### src/rtl/ciss_pkg.sv
`default_nettype none

package ciss_pkg;

   // Register indexes on the configuration port.
   localparam logic [2:0] CSR_PATTERN_LO     = 3'd0;
   localparam logic [2:0] CSR_PATTERN_MID_LO = 3'd1;
   localparam logic [2:0] CSR_PATTERN_MID_HI = 3'd2;
   localparam logic [2:0] CSR_PATTERN_HI     = 3'd3;
   localparam logic [2:0] CSR_PATTERN_LENGTH = 3'd4;
   localparam logic [2:0] CSR_START_INDEX    = 3'd5;

   // Fixed widths of the register file.
   localparam int PATTERN_REG_BYTES = 32;
   localparam int LENGTH_W          = 6;
   localparam int START_W           = 32;
   localparam int MATCH_W           = 32;
   localparam int EFF_LEN_W         = 7;

   // Depth of the queue between the front and the back.
   localparam int QUEUE_DEPTH = 4;

   // Letters a to z are folded to A to Z; all other bytes pass unchanged.
   localparam logic [7:0] LOWER_A    = 8'h61;
   localparam logic [7:0] LOWER_Z    = 8'h7A;
   localparam logic [7:0] CASE_DELTA = 8'h20;

   // Configuration as seen by the front and the back.
   typedef struct packed {
      logic [8*PATTERN_REG_BYTES-1:0] pattern;
      logic [LENGTH_W-1:0]            pattern_length;
      logic [START_W-1:0]             start_index;
   } cfg_type;

   function automatic logic [7:0] fold_case(input logic [7:0] b);
      logic [7:0] r;
      r = b;
      if (b >= LOWER_A && b <= LOWER_Z) begin
         r = b - CASE_DELTA;
      end
      return r;
   endfunction

   // Pattern length in use: zero counts as one, and it is capped at max_len.
   function automatic logic [EFF_LEN_W-1:0] effective_length(
      input logic [LENGTH_W-1:0] raw,
      input int                  max_len
   );
      logic [EFF_LEN_W-1:0] n;
      n = EFF_LEN_W'(raw);
      if (raw == '0) begin
         n = EFF_LEN_W'(1);
      end
      if (int'(n) > max_len) begin
         n = EFF_LEN_W'(max_len);
      end
      return n;
   endfunction

endpackage

`default_nettype wire

### src/rtl/ciss_front.sv
`default_nettype none

module ciss_front
   import ciss_pkg::*;
#(
   parameter int PATTERN_MAX = 32
) (
   input  wire cfg_type                cfg,
   input  wire logic [7:0]             text_byte,
   output logic      [PATTERN_MAX-1:0] eq_vec
);

   logic [7:0]           text_folded;
   logic [EFF_LEN_W-1:0] eff_len;

   assign text_folded = fold_case(text_byte);
   assign eff_len     = effective_length(cfg.pattern_length, PATTERN_MAX);

   // One comparator per pattern position; positions past the length never match.
   // Positions past the register file hold a zero byte.
   for (genvar i = 0; i < PATTERN_MAX; i++) begin : g_cmp
      logic [7:0] pat_byte;
      if (i < PATTERN_REG_BYTES) begin : g_reg
         assign pat_byte = fold_case(cfg.pattern[8*i +: 8]);
      end else begin : g_zero
         assign pat_byte = 8'h00;
      end
      assign eq_vec[i] = (pat_byte == text_folded) && (EFF_LEN_W'(i) < eff_len);
   end

endmodule

`default_nettype wire

### src/rtl/ciss_queue.sv
`default_nettype none

module ciss_queue
   import ciss_pkg::*;
#(
   parameter int WIDTH = 33
) (
   input  wire logic             clock,
   input  wire logic             reset,
   input  wire logic             push,
   input  wire logic [WIDTH-1:0] push_data,
   output logic                  full,
   input  wire logic             pop,
   output logic      [WIDTH-1:0] pop_data,
   output logic                  empty
);

   localparam int PTR_W = $clog2(QUEUE_DEPTH);
   localparam int CNT_W = $clog2(QUEUE_DEPTH + 1);

   logic [WIDTH-1:0] slots_ff [QUEUE_DEPTH];
   logic [PTR_W-1:0] wr_ptr_ff, wr_ptr_in;
   logic [PTR_W-1:0] rd_ptr_ff, rd_ptr_in;
   logic [CNT_W-1:0] count_ff, count_in;

   assign full     = (count_ff == CNT_W'(QUEUE_DEPTH));
   assign empty    = (count_ff == '0);
   assign pop_data = slots_ff[rd_ptr_ff];

   // Pointer and fill count updates; the depth is a power of two so pointers wrap.
   always_comb begin
      wr_ptr_in = wr_ptr_ff;
      rd_ptr_in = rd_ptr_ff;
      count_in  = count_ff;
      if (push) begin
         wr_ptr_in = wr_ptr_ff + PTR_W'(1);
      end
      if (pop) begin
         rd_ptr_in = rd_ptr_ff + PTR_W'(1);
      end
      if (push && !pop) begin
         count_in = count_ff + CNT_W'(1);
      end else if (pop && !push) begin
         count_in = count_ff - CNT_W'(1);
      end
   end

   always_ff @(posedge clock) begin
      if (reset) begin
         wr_ptr_ff <= '0;
         rd_ptr_ff <= '0;
         count_ff  <= '0;
      end else begin
         wr_ptr_ff <= wr_ptr_in;
         rd_ptr_ff <= rd_ptr_in;
         count_ff  <= count_in;
      end
   end

   // Storage carries no reset.
   always_ff @(posedge clock) begin
      if (push) begin
         slots_ff[wr_ptr_ff] <= push_data;
      end
   end

   a_no_overflow: assert property (@(posedge clock) disable iff (reset) !(push && full))
      else $error("queue pushed while full");
   a_no_underflow: assert property (@(posedge clock) disable iff (reset) !(pop && empty))
      else $error("queue popped while empty");
   a_count_bound: assert property (@(posedge clock) disable iff (reset)
      count_ff <= CNT_W'(QUEUE_DEPTH))
      else $error("queue fill count past depth");

endmodule

`default_nettype wire

### src/rtl/ciss_back.sv
`default_nettype none

module ciss_back
   import ciss_pkg::*;
#(
   parameter int PATTERN_MAX   = 32,
   parameter int POSITION_BITS = 32
) (
   input  wire logic                   clock,
   input  wire logic                   reset,
   input  wire cfg_type                cfg,
   input  wire logic                   q_empty,
   input  wire logic [PATTERN_MAX-1:0] q_eq,
   input  wire logic                   q_last,
   output logic                        q_pop,
   output logic                        rsp_valid,
   input  wire logic                   rsp_ready,
   output logic                        rsp_found,
   output logic      [MATCH_W-1:0]     rsp_match_start
);

   localparam int SUM_W = START_W + 2;

   logic [PATTERN_MAX-1:0]   pm_ff, pm_in;
   logic [POSITION_BITS-1:0] count_ff, count_in;
   logic                     done_ff, done_in;
   logic                     valid_ff, valid_in;
   logic                     found_ff, found_in;
   logic [MATCH_W-1:0]       start_ff, start_in;

   logic [EFF_LEN_W-1:0]     eff_len;
   logic [EFF_LEN_W-1:0]     len_m1;
   logic [PATTERN_MAX-1:0]   top_mask;
   logic [PATTERN_MAX-1:0]   pm_next;
   logic                     hit;
   logic                     count_sat;
   logic [SUM_W-1:0]         sum;
   logic                     sum_over;
   logic [POSITION_BITS-1:0] pos;

   assign eff_len = effective_length(cfg.pattern_length, PATTERN_MAX);
   assign len_m1  = eff_len - EFF_LEN_W'(1);

   // Marks the pattern's last position; a set bit there is a full match.
   always_comb begin
      for (int i = 0; i < PATTERN_MAX; i++) begin
         top_mask[i] = (EFF_LEN_W'(i) == len_m1);
      end
   end

   // Shift-and step for the byte at the head of the queue.
   assign pm_next = ((pm_ff << 1) | PATTERN_MAX'(1)) & q_eq;
   assign hit     = |(pm_next & top_mask);

   // Start of the match, saturated at the top of the position range.
   assign count_sat = &count_ff;
   assign sum       = SUM_W'(cfg.start_index) + SUM_W'(count_ff) - SUM_W'(len_m1);
   assign sum_over  = |sum[SUM_W-1:POSITION_BITS];
   assign pos       = (count_sat || sum_over) ? '1 : sum[POSITION_BITS-1:0];

   // A byte is taken whenever the output register is free or drains this cycle.
   assign q_pop = !q_empty && (!valid_ff || rsp_ready);

   always_comb begin
      pm_in    = pm_ff;
      count_in = count_ff;
      done_in  = done_ff;
      valid_in = valid_ff && !rsp_ready;
      found_in = found_ff;
      start_in = start_ff;
      if (q_pop) begin
         if (!done_ff) begin
            pm_in = pm_next;
            if (hit) begin
               valid_in = 1'b1;
               found_in = 1'b1;
               start_in = MATCH_W'(pos);
               done_in  = 1'b1;
            end else if (q_last) begin
               valid_in = 1'b1;
               found_in = 1'b0;
               start_in = '0;
            end
            if (!count_sat) begin
               count_in = count_ff + POSITION_BITS'(1);
            end
         end
         // The window ends: the next byte starts a fresh search.
         if (q_last) begin
            pm_in    = '0;
            count_in = '0;
            done_in  = 1'b0;
         end
      end
   end

   always_ff @(posedge clock) begin
      if (reset) begin
         pm_ff    <= '0;
         count_ff <= '0;
         done_ff  <= 1'b0;
         valid_ff <= 1'b0;
      end else begin
         pm_ff    <= pm_in;
         count_ff <= count_in;
         done_ff  <= done_in;
         valid_ff <= valid_in;
      end
   end

   always_ff @(posedge clock) begin
      found_ff <= found_in;
      start_ff <= start_in;
   end

   assign rsp_valid       = valid_ff;
   assign rsp_found       = found_ff;
   assign rsp_match_start = start_ff;

   a_done_after_hit: assert property (@(posedge clock) disable iff (reset)
      (q_pop && !done_ff && hit && !q_last) |=> done_ff)
      else $error("search not closed after a match");
   a_miss_zero: assert property (@(posedge clock) disable iff (reset)
      (valid_ff && !found_ff) |-> (start_ff == '0))
      else $error("miss result carries a position");
   a_no_pop_on_stall: assert property (@(posedge clock) disable iff (reset)
      (valid_ff && !rsp_ready) |-> !q_pop)
      else $error("byte taken while the result is stalled");

endmodule

`default_nettype wire

### src/rtl/case_insensitive_substring_search_core.sv
`default_nettype none

// Case-insensitive substring search over a byte stream.
// The req channel carries one text byte per item in req_tdata; req_tlast marks the
// last byte of a window. The rsp channel gives at most one item per window: at the
// first match (rsp_tuser found = 1, rsp_tdata the match start plus start_index,
// saturated), or at the window's last byte with found = 0 and a zero position.
// Bytes after a match are consumed without a result until the window ends.
// The csr channel writes the pattern words, the pattern length and start_index; it
// is always ready; the user must write it only while no search is in flight, which
// the block does not enforce. Throughput is one byte per cycle while rsp does not
// stall, set by the shift-and update in the back end. Each byte passes the queue,
// and its result the output register. A four-entry queue separates the comparator
// front end from the back end, so req_tready stays high through short rsp stalls
// and drops only once the queue fills. Reset clears the search state, the queue and
// the output, and returns the registers to zero pattern, length 1 and start index 0.
module case_insensitive_substring_search_core
   import ciss_pkg::*;
#(
   parameter int PATTERN_MAX   = 32,
   parameter int POSITION_BITS = 32
) (
   input  wire logic        clock,
   input  wire logic        reset,
   // Text input.
   input  wire logic        req_tvalid,
   output logic             req_tready,
   input  wire logic [7:0]  req_tdata,        // [7:0] text_byte
   input  wire logic        req_tlast,        // window_end
   // Search results.
   output logic             rsp_tvalid,
   input  wire logic        rsp_tready,
   output logic      [31:0] rsp_tdata,        // [31:0] match_start
   output logic             rsp_tuser,        // [0] found
   // Register writes.
   input  wire logic        csr_valid,
   output logic             csr_ready,
   input  wire logic [2:0]  csr_index,
   input  wire logic [63:0] csr_data
);

   localparam int ENTRY_W = PATTERN_MAX + 1;

   cfg_type              cfg_ff;
   logic [PATTERN_MAX-1:0] eq_vec;
   logic                   q_full;
   logic                   q_empty;
   logic                   q_pop;
   logic                   push;
   logic [ENTRY_W-1:0]     q_out;

   // Register file.
   assign csr_ready = 1'b1;

   always_ff @(posedge clock) begin
      if (reset) begin
         cfg_ff.pattern        <= '0;
         cfg_ff.pattern_length <= LENGTH_W'(1);
         cfg_ff.start_index    <= '0;
      end else if (csr_valid) begin
         case (csr_index)
            CSR_PATTERN_LO:     cfg_ff.pattern[63:0]    <= csr_data;
            CSR_PATTERN_MID_LO: cfg_ff.pattern[127:64]  <= csr_data;
            CSR_PATTERN_MID_HI: cfg_ff.pattern[191:128] <= csr_data;
            CSR_PATTERN_HI:     cfg_ff.pattern[255:192] <= csr_data;
            CSR_PATTERN_LENGTH: cfg_ff.pattern_length   <= csr_data[LENGTH_W-1:0];
            CSR_START_INDEX:    cfg_ff.start_index      <= csr_data[START_W-1:0];
            default: ;
         endcase
      end
   end

   // Front end: fold and compare each accepted byte against every pattern position.
   ciss_front #(
      .PATTERN_MAX(PATTERN_MAX)
   ) u_front (
      .cfg       (cfg_ff),
      .text_byte (req_tdata),
      .eq_vec    (eq_vec)
   );

   assign req_tready = !q_full;
   assign push       = req_tvalid && !q_full;

   ciss_queue #(
      .WIDTH(ENTRY_W)
   ) u_queue (
      .clock     (clock),
      .reset     (reset),
      .push      (push),
      .push_data ({req_tlast, eq_vec}),
      .full      (q_full),
      .pop       (q_pop),
      .pop_data  (q_out),
      .empty     (q_empty)
   );

   // Back end: match vector, position counter and result register.
   ciss_back #(
      .PATTERN_MAX  (PATTERN_MAX),
      .POSITION_BITS(POSITION_BITS)
   ) u_back (
      .clock           (clock),
      .reset           (reset),
      .cfg             (cfg_ff),
      .q_empty         (q_empty),
      .q_eq            (q_out[PATTERN_MAX-1:0]),
      .q_last          (q_out[PATTERN_MAX]),
      .q_pop           (q_pop),
      .rsp_valid       (rsp_tvalid),
      .rsp_ready       (rsp_tready),
      .rsp_found       (rsp_tuser),
      .rsp_match_start (rsp_tdata)
   );

endmodule

`default_nettype wire

### config.mk
export PLATFORM = sky130hd
export DESIGN_NAME = case_insensitive_substring_search_core
export DESIGN_NICKNAME = d
export VERILOG_FILES = /design/src/rtl/ciss_pkg.sv /design/src/rtl/ciss_front.sv /design/src/rtl/ciss_queue.sv /design/src/rtl/ciss_back.sv /design/src/rtl/case_insensitive_substring_search_core.sv
export SDC_FILE = /design/constraint.sdc
export NUM_CORES = 1
export LEC_CHECK = 0
export ABC_AREA = 0
export BUFFER_PORTS_ARGS = -buffer_cell sky130_fd_sc_hd__buf_2
export CAP_MARGIN = 20
export CORE_ASPECT_RATIO = 1.2
export CORE_MARGIN = 10
export CORE_UTILIZATION = 30
export CTS_CLUSTER_DIAMETER = 40
export DETAILED_ROUTE_END_ITERATION = 10
export SETUP_SLACK_MARGIN = 0.2
export SLEW_MARGIN = 0
export SYNTH_ARGS = -nofsm -noshare
export SYNTH_HDL_FRONTEND = slang
export SYNTH_SLANG_ARGS = --single-unit
### constraint.sdc
create_clock -name clock -period 9.4 [get_ports clock]
set_input_delay 1.41 -clock clock [delete_from_list [all_inputs] [get_ports clock]]
set_output_delay 1.41 -clock clock [all_outputs]
set_load 0.02 [all_outputs]
# Word level (Yosys, flattened, before mapping)
# Memory sizes are Yosys's and may differ from the RTL's. A register that Yosys moved wholly into a read port is not among the register bits.
# Index checks and enable logic that the tools add are counted.
# W data, S select, Z words.
# op_classes
n_mul,0
order_cmp,99
n_div,0
n_bitwise,3
n_mux,57
shifts,0
eq_ne,71
reduce_logical,96
addsub,41
# ops
operator,n
$ge A8 B7 Y1 const B,33
$le A8 B7 Y1 const B,33
$mux W8,33
$sub A8 B6 Y8 const B,33
$eq A8 B8 Y1,32
$mux W32,6
$eq A5 B7 Y1 const A,16
$lt A5 B6 Y1 const A,16
$logic_and A1 B1 Y1,70
$and A32 B32 Y32,2
$mux W31,2
$eq A4 B7 Y1 const A,8
$lt A4 B6 Y1 const A,8
$sub A34 B7 Y34,1
$add A32 B32 Y33,1
$add A32 B1 Y32 const B,1
$reduce_and A32 Y1,1
$reduce_or A32 Y1,1
$eq A3 B7 Y1 const A,4
$lt A3 B6 Y1 const A,4
$eq A2 B7 Y1 const A,2
$reduce_and A2 Y1,7
$lt A1 B6 Y1 const A,2
$lt A2 B6 Y1 const A,2
23 further kinds,49
# word_totals
mem_bits_ro,0
latch_bits,0
ff_bits,399
inputBits,81
out_inout_bits,36
wordCells,383
n_memories,1
mem_bits_rw,132
# mem_list
name,words,width,rd,rd_clocked_by_memory_dff,wr,line,source
u_queue.slots_ff,4,33,1,1,1,ciss_queue.sv:21,logic [WIDTH-1:0] slots_ff [QUEUE_DEPTH];

# Longest topological paths before layout
# Gate-level depths: netlist of run 1.
# depth
depth_word,11
depth_mapped,19
ltp_nobuf,15

# Hierarchy
# Synthesis of run 1 repeated with hierarchy kept, for this count alone.
# hier_totals
cells_unflattened,3003
area_unflattened_um2,29796.1
# modules_own_cells
mod,instances,area_per_inst_um2,seq_area_each_um2,cells_each
case_insensitive_substring_search_core,1,11527.3,5885.6,1033
ciss_back,1,6926.6,2292.2,835
ciss_front,1,6104.6,0.0,918
ciss_queue,1,5237.5,4144.0,217

# Worst setup path before layout of run 1
# No wires, ideal clock.
# synth_timing
path_kind,register to register
startpoint,reg cfg_ff[34] in the netlist's numbering
endpoint,"reg u_back.found_ff (netlist: u_back.rsp_found), enable pin"
arrival_ns,5.562
period_less_slack_ns,6.038
path_slack_ns,3.362
required_ns,8.924
n_path_buf,2
setup_ns,0.476
stages_incl_launch_ff,13
cell_sequence,dfxtp_1 > clkbuf_1 > clkbuf_1 > nor4_1 > o21ai_0 > ha_1 > xnor2_1 > clkinv_1 > mux4_2 > a222oi_1 > and3_1 > mux2_2 > a211oi_1
# synth_via
elab_chain_len,10
elab_cells_between_ends,41
classes_between,add/sub (1); order compare (1); eq/ne (31); mux (2); bitwise (1); reduce/logical (5)
# synth_rtl
element,line,source
start: declaration,case_insensitive_substring_search_core.sv:44,cfg_type cfg_ff;
$logic_not A6 Y1,ciss_pkg.sv:51,if (raw == '0) begin
$mux W6 (*),ciss_pkg.sv:51,
$gt A6 B6 Y1,ciss_pkg.sv:54,if (int'(n) > max_len) begin
$mux W6 (*),--,
$sub A6 B1 Y7 (*),ciss_back.sv:42,assign len_m1 = eff_len - EFF_LEN_W'(1);
$eq A1 B7 Y1 (tied with other cells),ciss_back.sv:47,top_mask[i] = (EFF_LEN_W'(i) == len_m1);
$and A32 B32 Y32 (*),ciss_back.sv:53,assign hit = |(pm_next & top_mask);
$reduce_or A32 Y1 (*),ciss_back.sv:53,
$reduce_bool A2 Y1 (no source line) (*),--,
$reduce_and A3 Y1 (no source line) (*),--,
end signal: assignment,ciss_back.sv:112,found_ff <= found_in;
end: declaration,ciss_back.sv:28,"logic found_ff, found_in;"
# Every way passes the cells marked *; elsewhere a longest branch is shown, timed or not.
# A chain may end at the register's enable or synchronous reset.

# Worst setup path after layout of run 1
# layout_timing
startpoint,reg cfg_ff[34] in the netlist's numbering
endpoint,reg u_back.start_ff[13] (netlist: u_back.rsp_match_start[13]) (data pin)
# layout_via
elab_chain_len,10
elab_cells_between_ends,44
classes_between,add/sub (2); order compare (1); eq/ne (31); mux (4); bitwise (1); reduce/logical (5)
# layout_rtl
element,line,source
$logic_not A6 Y1,ciss_pkg.sv:51,
$mux W6 (*),ciss_pkg.sv:51,
$gt A6 B6 Y1,ciss_pkg.sv:54,
$mux W6 (*),--,
$sub A6 B1 Y7 (*),ciss_back.sv:42,
$sub A34 B7 Y34,ciss_back.sv:57,assign sum = SUM_W'(cfg.start_index) + SUM_W'(count_ff) - SUM_W'(len_m1);
$reduce_or A2 Y1,ciss_back.sv:58,assign sum_over = |sum[SUM_W-1:POSITION_BITS];
$logic_or A1 B1 Y1,ciss_back.sv:59,assign pos = (count_sat || sum_over) ? '1 : sum[POSITION_BITS-1:0];
$mux W32,ciss_back.sv:59,
$mux W32 (*),ciss_back.sv:74,if (hit) begin
end signal: assignment,ciss_back.sv:113,start_ff <= start_in;
end: declaration,ciss_back.sv:29,"logic [MATCH_W-1:0] start_ff, start_in;"
# Marked as above.

==> flow_summary.toml, run 1 <==
[cells_and_area]
layout_common_cells = "nand2_1 (730), a21oi_1 (448), dfxtp_1 (367), xor2_1 (182), edfxtp_1 (165)"
layout-drive-gt1-share_pct = 12.12
final_common_cell = "nand2_1"
fin_util_pct = 35.31
fin_nets = 3485
antennaDiodeCount = 0
syn2layout_area_growth_pct = 16.85
n_fill_cell = 9575

[sta]
tns_ps = 0
drv_slew = 0
tightestPinTransition_ps = 1073
hold_ws_ps = 448.0
rsz0062_at_grt = "false"
setup_viol = 0
min_period_ps = 6266
clock_skew_ps = 34.54
hold_viol = 0
maxSlewHeadroom_pct = 28.47
min_period_over_period_pct = 66.66
setup_slack_ps = 3134
fmax_mhz = 159.6

[job]
maxCapViolCount = 0

[grt]
grt_pass1_wl_um = 132500
gr-usage-all-layers_pct = 15.67
gr-total-overflow = 0
grt_max_degree = 101
grt_pass1_vias = 22584
antenna_found_initial = 7

[pwr]
p_per_area_nw_per_um2 = 217.4
p_leak_nw = 11.70
ir_drop_mv = 0.1392

[placement]
dpl.hpwl_um = 57470
numPortBuffers = 115
pre_cts_ws_ps = 3302
gp_congestion = 0.8914

[setup_path]
cp_max_fo = 27
path_class = "flop to flop"
arrival_ps = 6580
startpoint_type = "flop"
cp.required_ps = 9710
endpoint_kind = "flop"

[die]
core-area_um2 = 93720
fp-row-count = 123
dieHeight_um = 356.6
die_area_um2 = 107100
io_pins = 117
die_w_um = 300.5
initial_core_util_pct = 30.21

[clock_network]
cts_buffer_depth = 3
clk_latency_ps = 640
cts_tree = "yes"
ctsResizeCount = 0
numCtsBuffers = 85
clkTransAtPathRegs_ps = 60
cts_setup_buffers = 0
htreeDepth = 3
numClockSinks = 533
root_buffer = "clkbuf_16"
hold_buffers = 0

[routing]
wl_per_cell_um = 18.67
firstDrtPassIters = 7
vias = 23796
drt_iter0_markers = 1816
vias_per_cell = 5.126
ant_nets = 0
drc_errors = 0
wl_um = 86690

[yosys]
ys_seq_area_share_pct = 43.51
ys_ff_latch = 533
synth_edf_count = 165
synth_cells = 3267
yosys_warnings = 0
async_flop_share_pct = 0
syn_area_um2 = 28320
yosysUniqueCellTypes = 93
postSynthAreaPerCell_um2 = 8.668
ys.flop_type = "dfxtp_1"

[hold_path]
min_path_type = "flop to flop"

[run_status]
status = "completed"
-- stage by stage --
stage | instances | power [mW] | area [um^2]
after floorplan | 3268 | 3.568 | 28320
after global placement | 4482 | 3.994 | 30070
after detailed placement | 4482 | 4.004 | 30070
after CTS | 4641 | 7.241 | 33060
after global routing | 4642 | 7.469 | 33090
final | 4642 | 7.194 | 33090
-- final timing paths --
kind	startpoint	to	slack, ps	cells after the start
worst max-delay path	cfg_ff[34]	u_back.rsp_match_start[13]	3130	16
worst min-delay path	u_back.pm_ff[9]	u_back.pm_ff[9]	450	2
worst max register to register	cfg_ff[34]	u_back.rsp_match_start[13]	3130	16
worst min register to register	u_back.pm_ff[9]	u_back.pm_ff[9]	450	2
-- power by group --
group	switching, mW	internal [mW]
Clock	1.24	2.00
Combinational	0.846	0.439
Sequential	0.0796	2.60
-- Yosys cell counts, drive strengths merged (3+ instances only) --
library cell  count  area share, %
o21ai            85            1.5
or4               9           0.27
o2111ai           8           0.25
nand4            46            1.1
o211a             3           0.11
a31oi            36            1.5
nor3             84            1.5
and3             20           0.44
buf              30           0.57
a32oi            18           0.56
nand2b            8           0.18
nor2            131            1.7
inv             126            1.7
clkbuf          157            2.1
mux2i             8           0.33
a21o             13           0.34
ha               81            3.6
nand3            44           0.78
fa                3           0.21
mux2              4           0.16
and2             22           0.49
xor2            182            5.6
a22oi            19           0.50
o22ai             5           0.11
dfxtp           368             26
nand2           733            9.7
o21bai            6           0.20
o211ai            8           0.21
mux4             33            2.6
xnor2           143            4.4
nor4             67            1.5
a21oi           451            8.0
o21a              6           0.16
edfxtp          165             17
a211o             7           0.22
or3              47            1.1
a211oi           12           0.35
a2111oi          13           0.53
o31ai             6           0.16
nor2b            11           0.24
or2               6           0.14
and4              4           0.12
-- flip-flops by register name, summed over array words and instances (netlist names), named ones only --
register	count
u_back.rsp_match_start	32
u_queue.rd_ptr_ff	2
u_back.count_ff	32
u_back.pm_ff	31
u_queue.wr_ptr_ff	2
u_back.rsp_valid	1
u_queue.slots_ff	132
u_queue.count_ff	3
u_back.rsp_found	1
u_back.done_ff	1
cfg_ff	294
-- critical path, cell delays in order, from the launching register on --
cell	delay [ps]
dfxtp_1	750
nor4_1	120
o21ai_0	510
ha_1	400
xnor2_1	340
clkinv_1	490
ha_1	450
nand2_1	80
nand2_1	50
maj3_1	420
a211o_1	370
nor2_1	210
nand3_1	250
or4_4	610
mux2i_4	290
buf_4	420
a31oi_2	150
-- area by class of cell --
cell class / count / area (um^2) / share of cell area (%)
Inverter: 127 / 476.7 / 1.441
Clock buffer: 103 / 2395 / 7.237
Timing Repair Buffer: 152 / 883.3 / 2.670
Multi-Input combinational cell: 2421 / 14850 / 44.87
Tap cell: 1250 / 1564 / 4.727
Clock inverter: 56 / 600.6 / 1.815
Sequential cell: 533 / 12320 / 37.24
-- layer usage --
metal  GRT usage, %  up-vias  part of all wire [%]
met2          26.56      690                    48
met1          20.09    11406                    44
met4          4.735        6                   2.7
met5              0        -                 0.039
met3          2.716      168                   6.0
li1               -    11526                     -
-- cell families after synthesis --
family	Yosys count	share of synthesized area [%]
simple gates	1242	19.56
compound gates	721	15.56
flops	533	43.51
xor+xnor	325	10.05
buf+inv	314	4.339
fa+ha+maj	86	3.862
mux	45	3.110
other cells	1	0.01324
Note: power is estimated with default switching activity, not from simulation.
==> run 2, diff against run 1 <==
ABC_AREA = 1   (was 0)
clock period = 6.2 ns   (was 9.4 ns; I/O delays follow)
==> run 2 against run 1 <==
  * Worst hold slack gained 12 ps
  * Fmax grew 35%
  * Combinational power grew 89%
  * First-iteration DRC count grew 32%
  * Sequential cell count is the same
  * Power grew 60%
  * Clock-buffer cell count grew 12
  * Synthesized area grew 5.2%
  * Synthesized cell count grew 23%
  * Critical path depth grew 7
  * Critical endpoint is now u_back.rsp_match_start[0]
==> flow_summary.toml, run 2 <==
[run_status]
status = "completed"

[routing]
vias = 27671
firstDrtPassIters = 6
wl_um = 98330
vias_per_cell = 5.058
wl_per_cell_um = 17.97
drt_iter0_markers = 2399
ant_nets = 0
drc_errors = 0

[yosys]
synthMostInstantiatedCell = "nand2_1"
ys.flop_type = "dfxtp_1"
ys_seq_area_share_pct = 41.34
async_flop_share_pct = 0
synthTopCellsByCount = "nand2_1 (621), nor2_1 (585), inv_1 (424)"
postSynthAreaPerCell_um2 = 7.394
yosysTopAreaCellShare_pct = 24.72
netlist.top_cell.by_area = "dfxtp_1"
ys_ff_latch = 533
synthTopCellsByArea = "dfxtp_1 (25%), edfxtp_1 (17%), nand2_1 (7.8%)"
yosys_warnings = 0
synth_edf_count = 165
yosysUniqueCellTypes = 63
syn_area_um2 = 29800
synth_cells = 4031

[clock_network]
root_buffer = "clkbuf_16"
cts_tree = "yes"
hold_buffers = 0
cts_setup_buffers = 0
clk_latency_ps = 650
clkTransAtPathRegs_ps = 60
cts_buffer_depth = 3
ctsResizeCount = 0
numCtsBuffers = 90
numClockSinks = 533
htreeDepth = 3

[setup_path]
cp.required_ps = 6570
reg2reg_from = "cfg_ff[34]"
arrival_ps = 5010
path_class = "flop to flop"
startpoint_type = "flop"
endpoint_kind = "flop"
cp-startpoint = "cfg_ff[34]"
cp_max_fo = 32

[cells_and_area]
layout-drive-gt1-share_pct = 10.41
final_common_cell = "nand2_1"
fin_util_pct = 35.35
fin_nets = 4278
syn2layout_area_growth_pct = 16.88
multi_input_comb_area_um2 = 15100
largest-register = "cfg_ff"
largest_registers = "cfg_ff (294), u_queue.slots_ff (132)"
seq_area_um2 = 12320
n_fill_cell = 10242
largest_reg_flops = 294
layout_common_cells = "nand2_1 (620), nor2_1 (577), inv_1 (423), o21ai_0 (414), dfxtp_1 (367)"

[grt]
gr-total-overflow = 0
grt_max_degree = 128
grt_pass1_wl_um = 150700
gr-usage-all-layers_pct = 16.94
grt_pass1_vias = 26007
antenna_found_initial = 8

[sta]
min_period_over_period_pct = 74.85
tightestPinTransition_ps = 1192
min_period_ps = 4640
drv_slew = 0
setup_viol = 0
rsz0062_at_grt = "false"
hold_viol = 0
tns_ps = 0
fmax_mhz = 215.5
maxSlewHeadroom_pct = 19.38
clock_skew_ps = 26.13

[die]
die_w_um = 307.7
die_area_um2 = 112400
dieHeight_um = 365.3
io_pins = 117
core-area_um2 = 98530
fp-row-count = 126
initial_core_util_pct = 30.25

[pwr]
ir_drop_mv = 0.2306
p_per_area_nw_per_um2 = 331.2
p_leak_nw = 14.22

[hold_path]
hp-start = "u_back.pm_ff[0]"
min_path_type = "flop to flop"

[placement]
gp_congestion = 0.9229
numPortBuffers = 115
dpl.hpwl_um = 69870

[job]
maxCapViolCount = 0
run 2: cell count changes in the layout (fill, tap and decap cells not counted), sizes merged, moves of 74 or more:
cell	before	now
xor2	182	108
inv	145	463
o21ai	85	419
nand2	733	635
a21oi	451	373
nor2	131	599
nand3	44	219
run 2: worst paths after layout:
check | end | slack, ps | cells past startpoint
worst max-delay path | u_back.rsp_match_start[0] | 1560 | 23
worst min-delay path | u_back.pm_ff[0] | 460 | 2
worst max register to register | u_back.rsp_match_start[0] | 1560 | 23
worst min register to register | u_back.pm_ff[0] | 460 | 2
run 2: cells by family (layout without fill, tap and decap cells):
group                    Yosys count  in the layout  synth area share [%]
flip-flops                       533            533                 41.34
buffers and inverters            631            788                 8.254
adder cells (fa/ha/maj)           84             84                 3.602
other                              1              4               0.01258
XOR/XNOR                         187            187                 5.546
AND/OR/NAND/NOR                 1637           1637                 23.25
AO/OA/AOI/OAI                    958            958                 17.99
run 2: cell type report:
type | instances | area share (%)
multi-input cells | 2868 | 43.34
flip-flops and latches | 533 | 35.38
clock buffers | 115 | 7.324
inverters | 455 | 4.917
well taps | 1280 | 4.598
repair buffers | 165 | 2.863
clock inverters | 53 | 1.563
diodes | 2 | 0.01437
run 2: metal layers:
metal / global-route usage, % / part of all wire (%)
met5: 0 / 0.052
met4: 5.898 / 3.2
met3: 3.216 / 6.8
met2: 28.08 / 46
met1: 21.80 / 44
run 2: critical path: stages (launching register included):
cell,delay [ps]
dfxtp_1,430
nor2_1,180
nand3_2,110
nand2_2,130
inv_1,50
nor2_1,470
inv_1,180
ha_1,300
clkinv_1,240
nand2_1,90
nand2_1,250
ha_1,340
nand2_1,90
nand2_1,50
nand2_1,60
nand2_1,140
nand2_2,100
nand2_2,90
nor2_8,170
nand3_1,90
nand2_1,80
nand2_2,80
nor2_8,470
a21oi_1,140
run 2: report_power, final:
part	total, mW	switching, mW	internal [mW]	leakage (nW)
Clock	5.05	1.89	3.16	1.51
Sequential	4.07	0.127	3.95	4.69
Combinational	2.42	1.75	0.662	8.02
Total	11.5	3.77	7.77	14.2
run 2: through the flow:
stage               total power [mW]  setup WS (ps)  hold slack (ps)  instances  area, um^2
floorplan                      5.780           2654            436.2       4032       29810
global placement               6.520           1550            444.6       5297       31670
detailed placement             6.576           1614            451.1       5300       31730
CTS                            11.63           1596            458.3       5468       34820
global route                   12.06           1084            473.1       5469       34830
finish                         11.54           1560            459.8       5471       34830
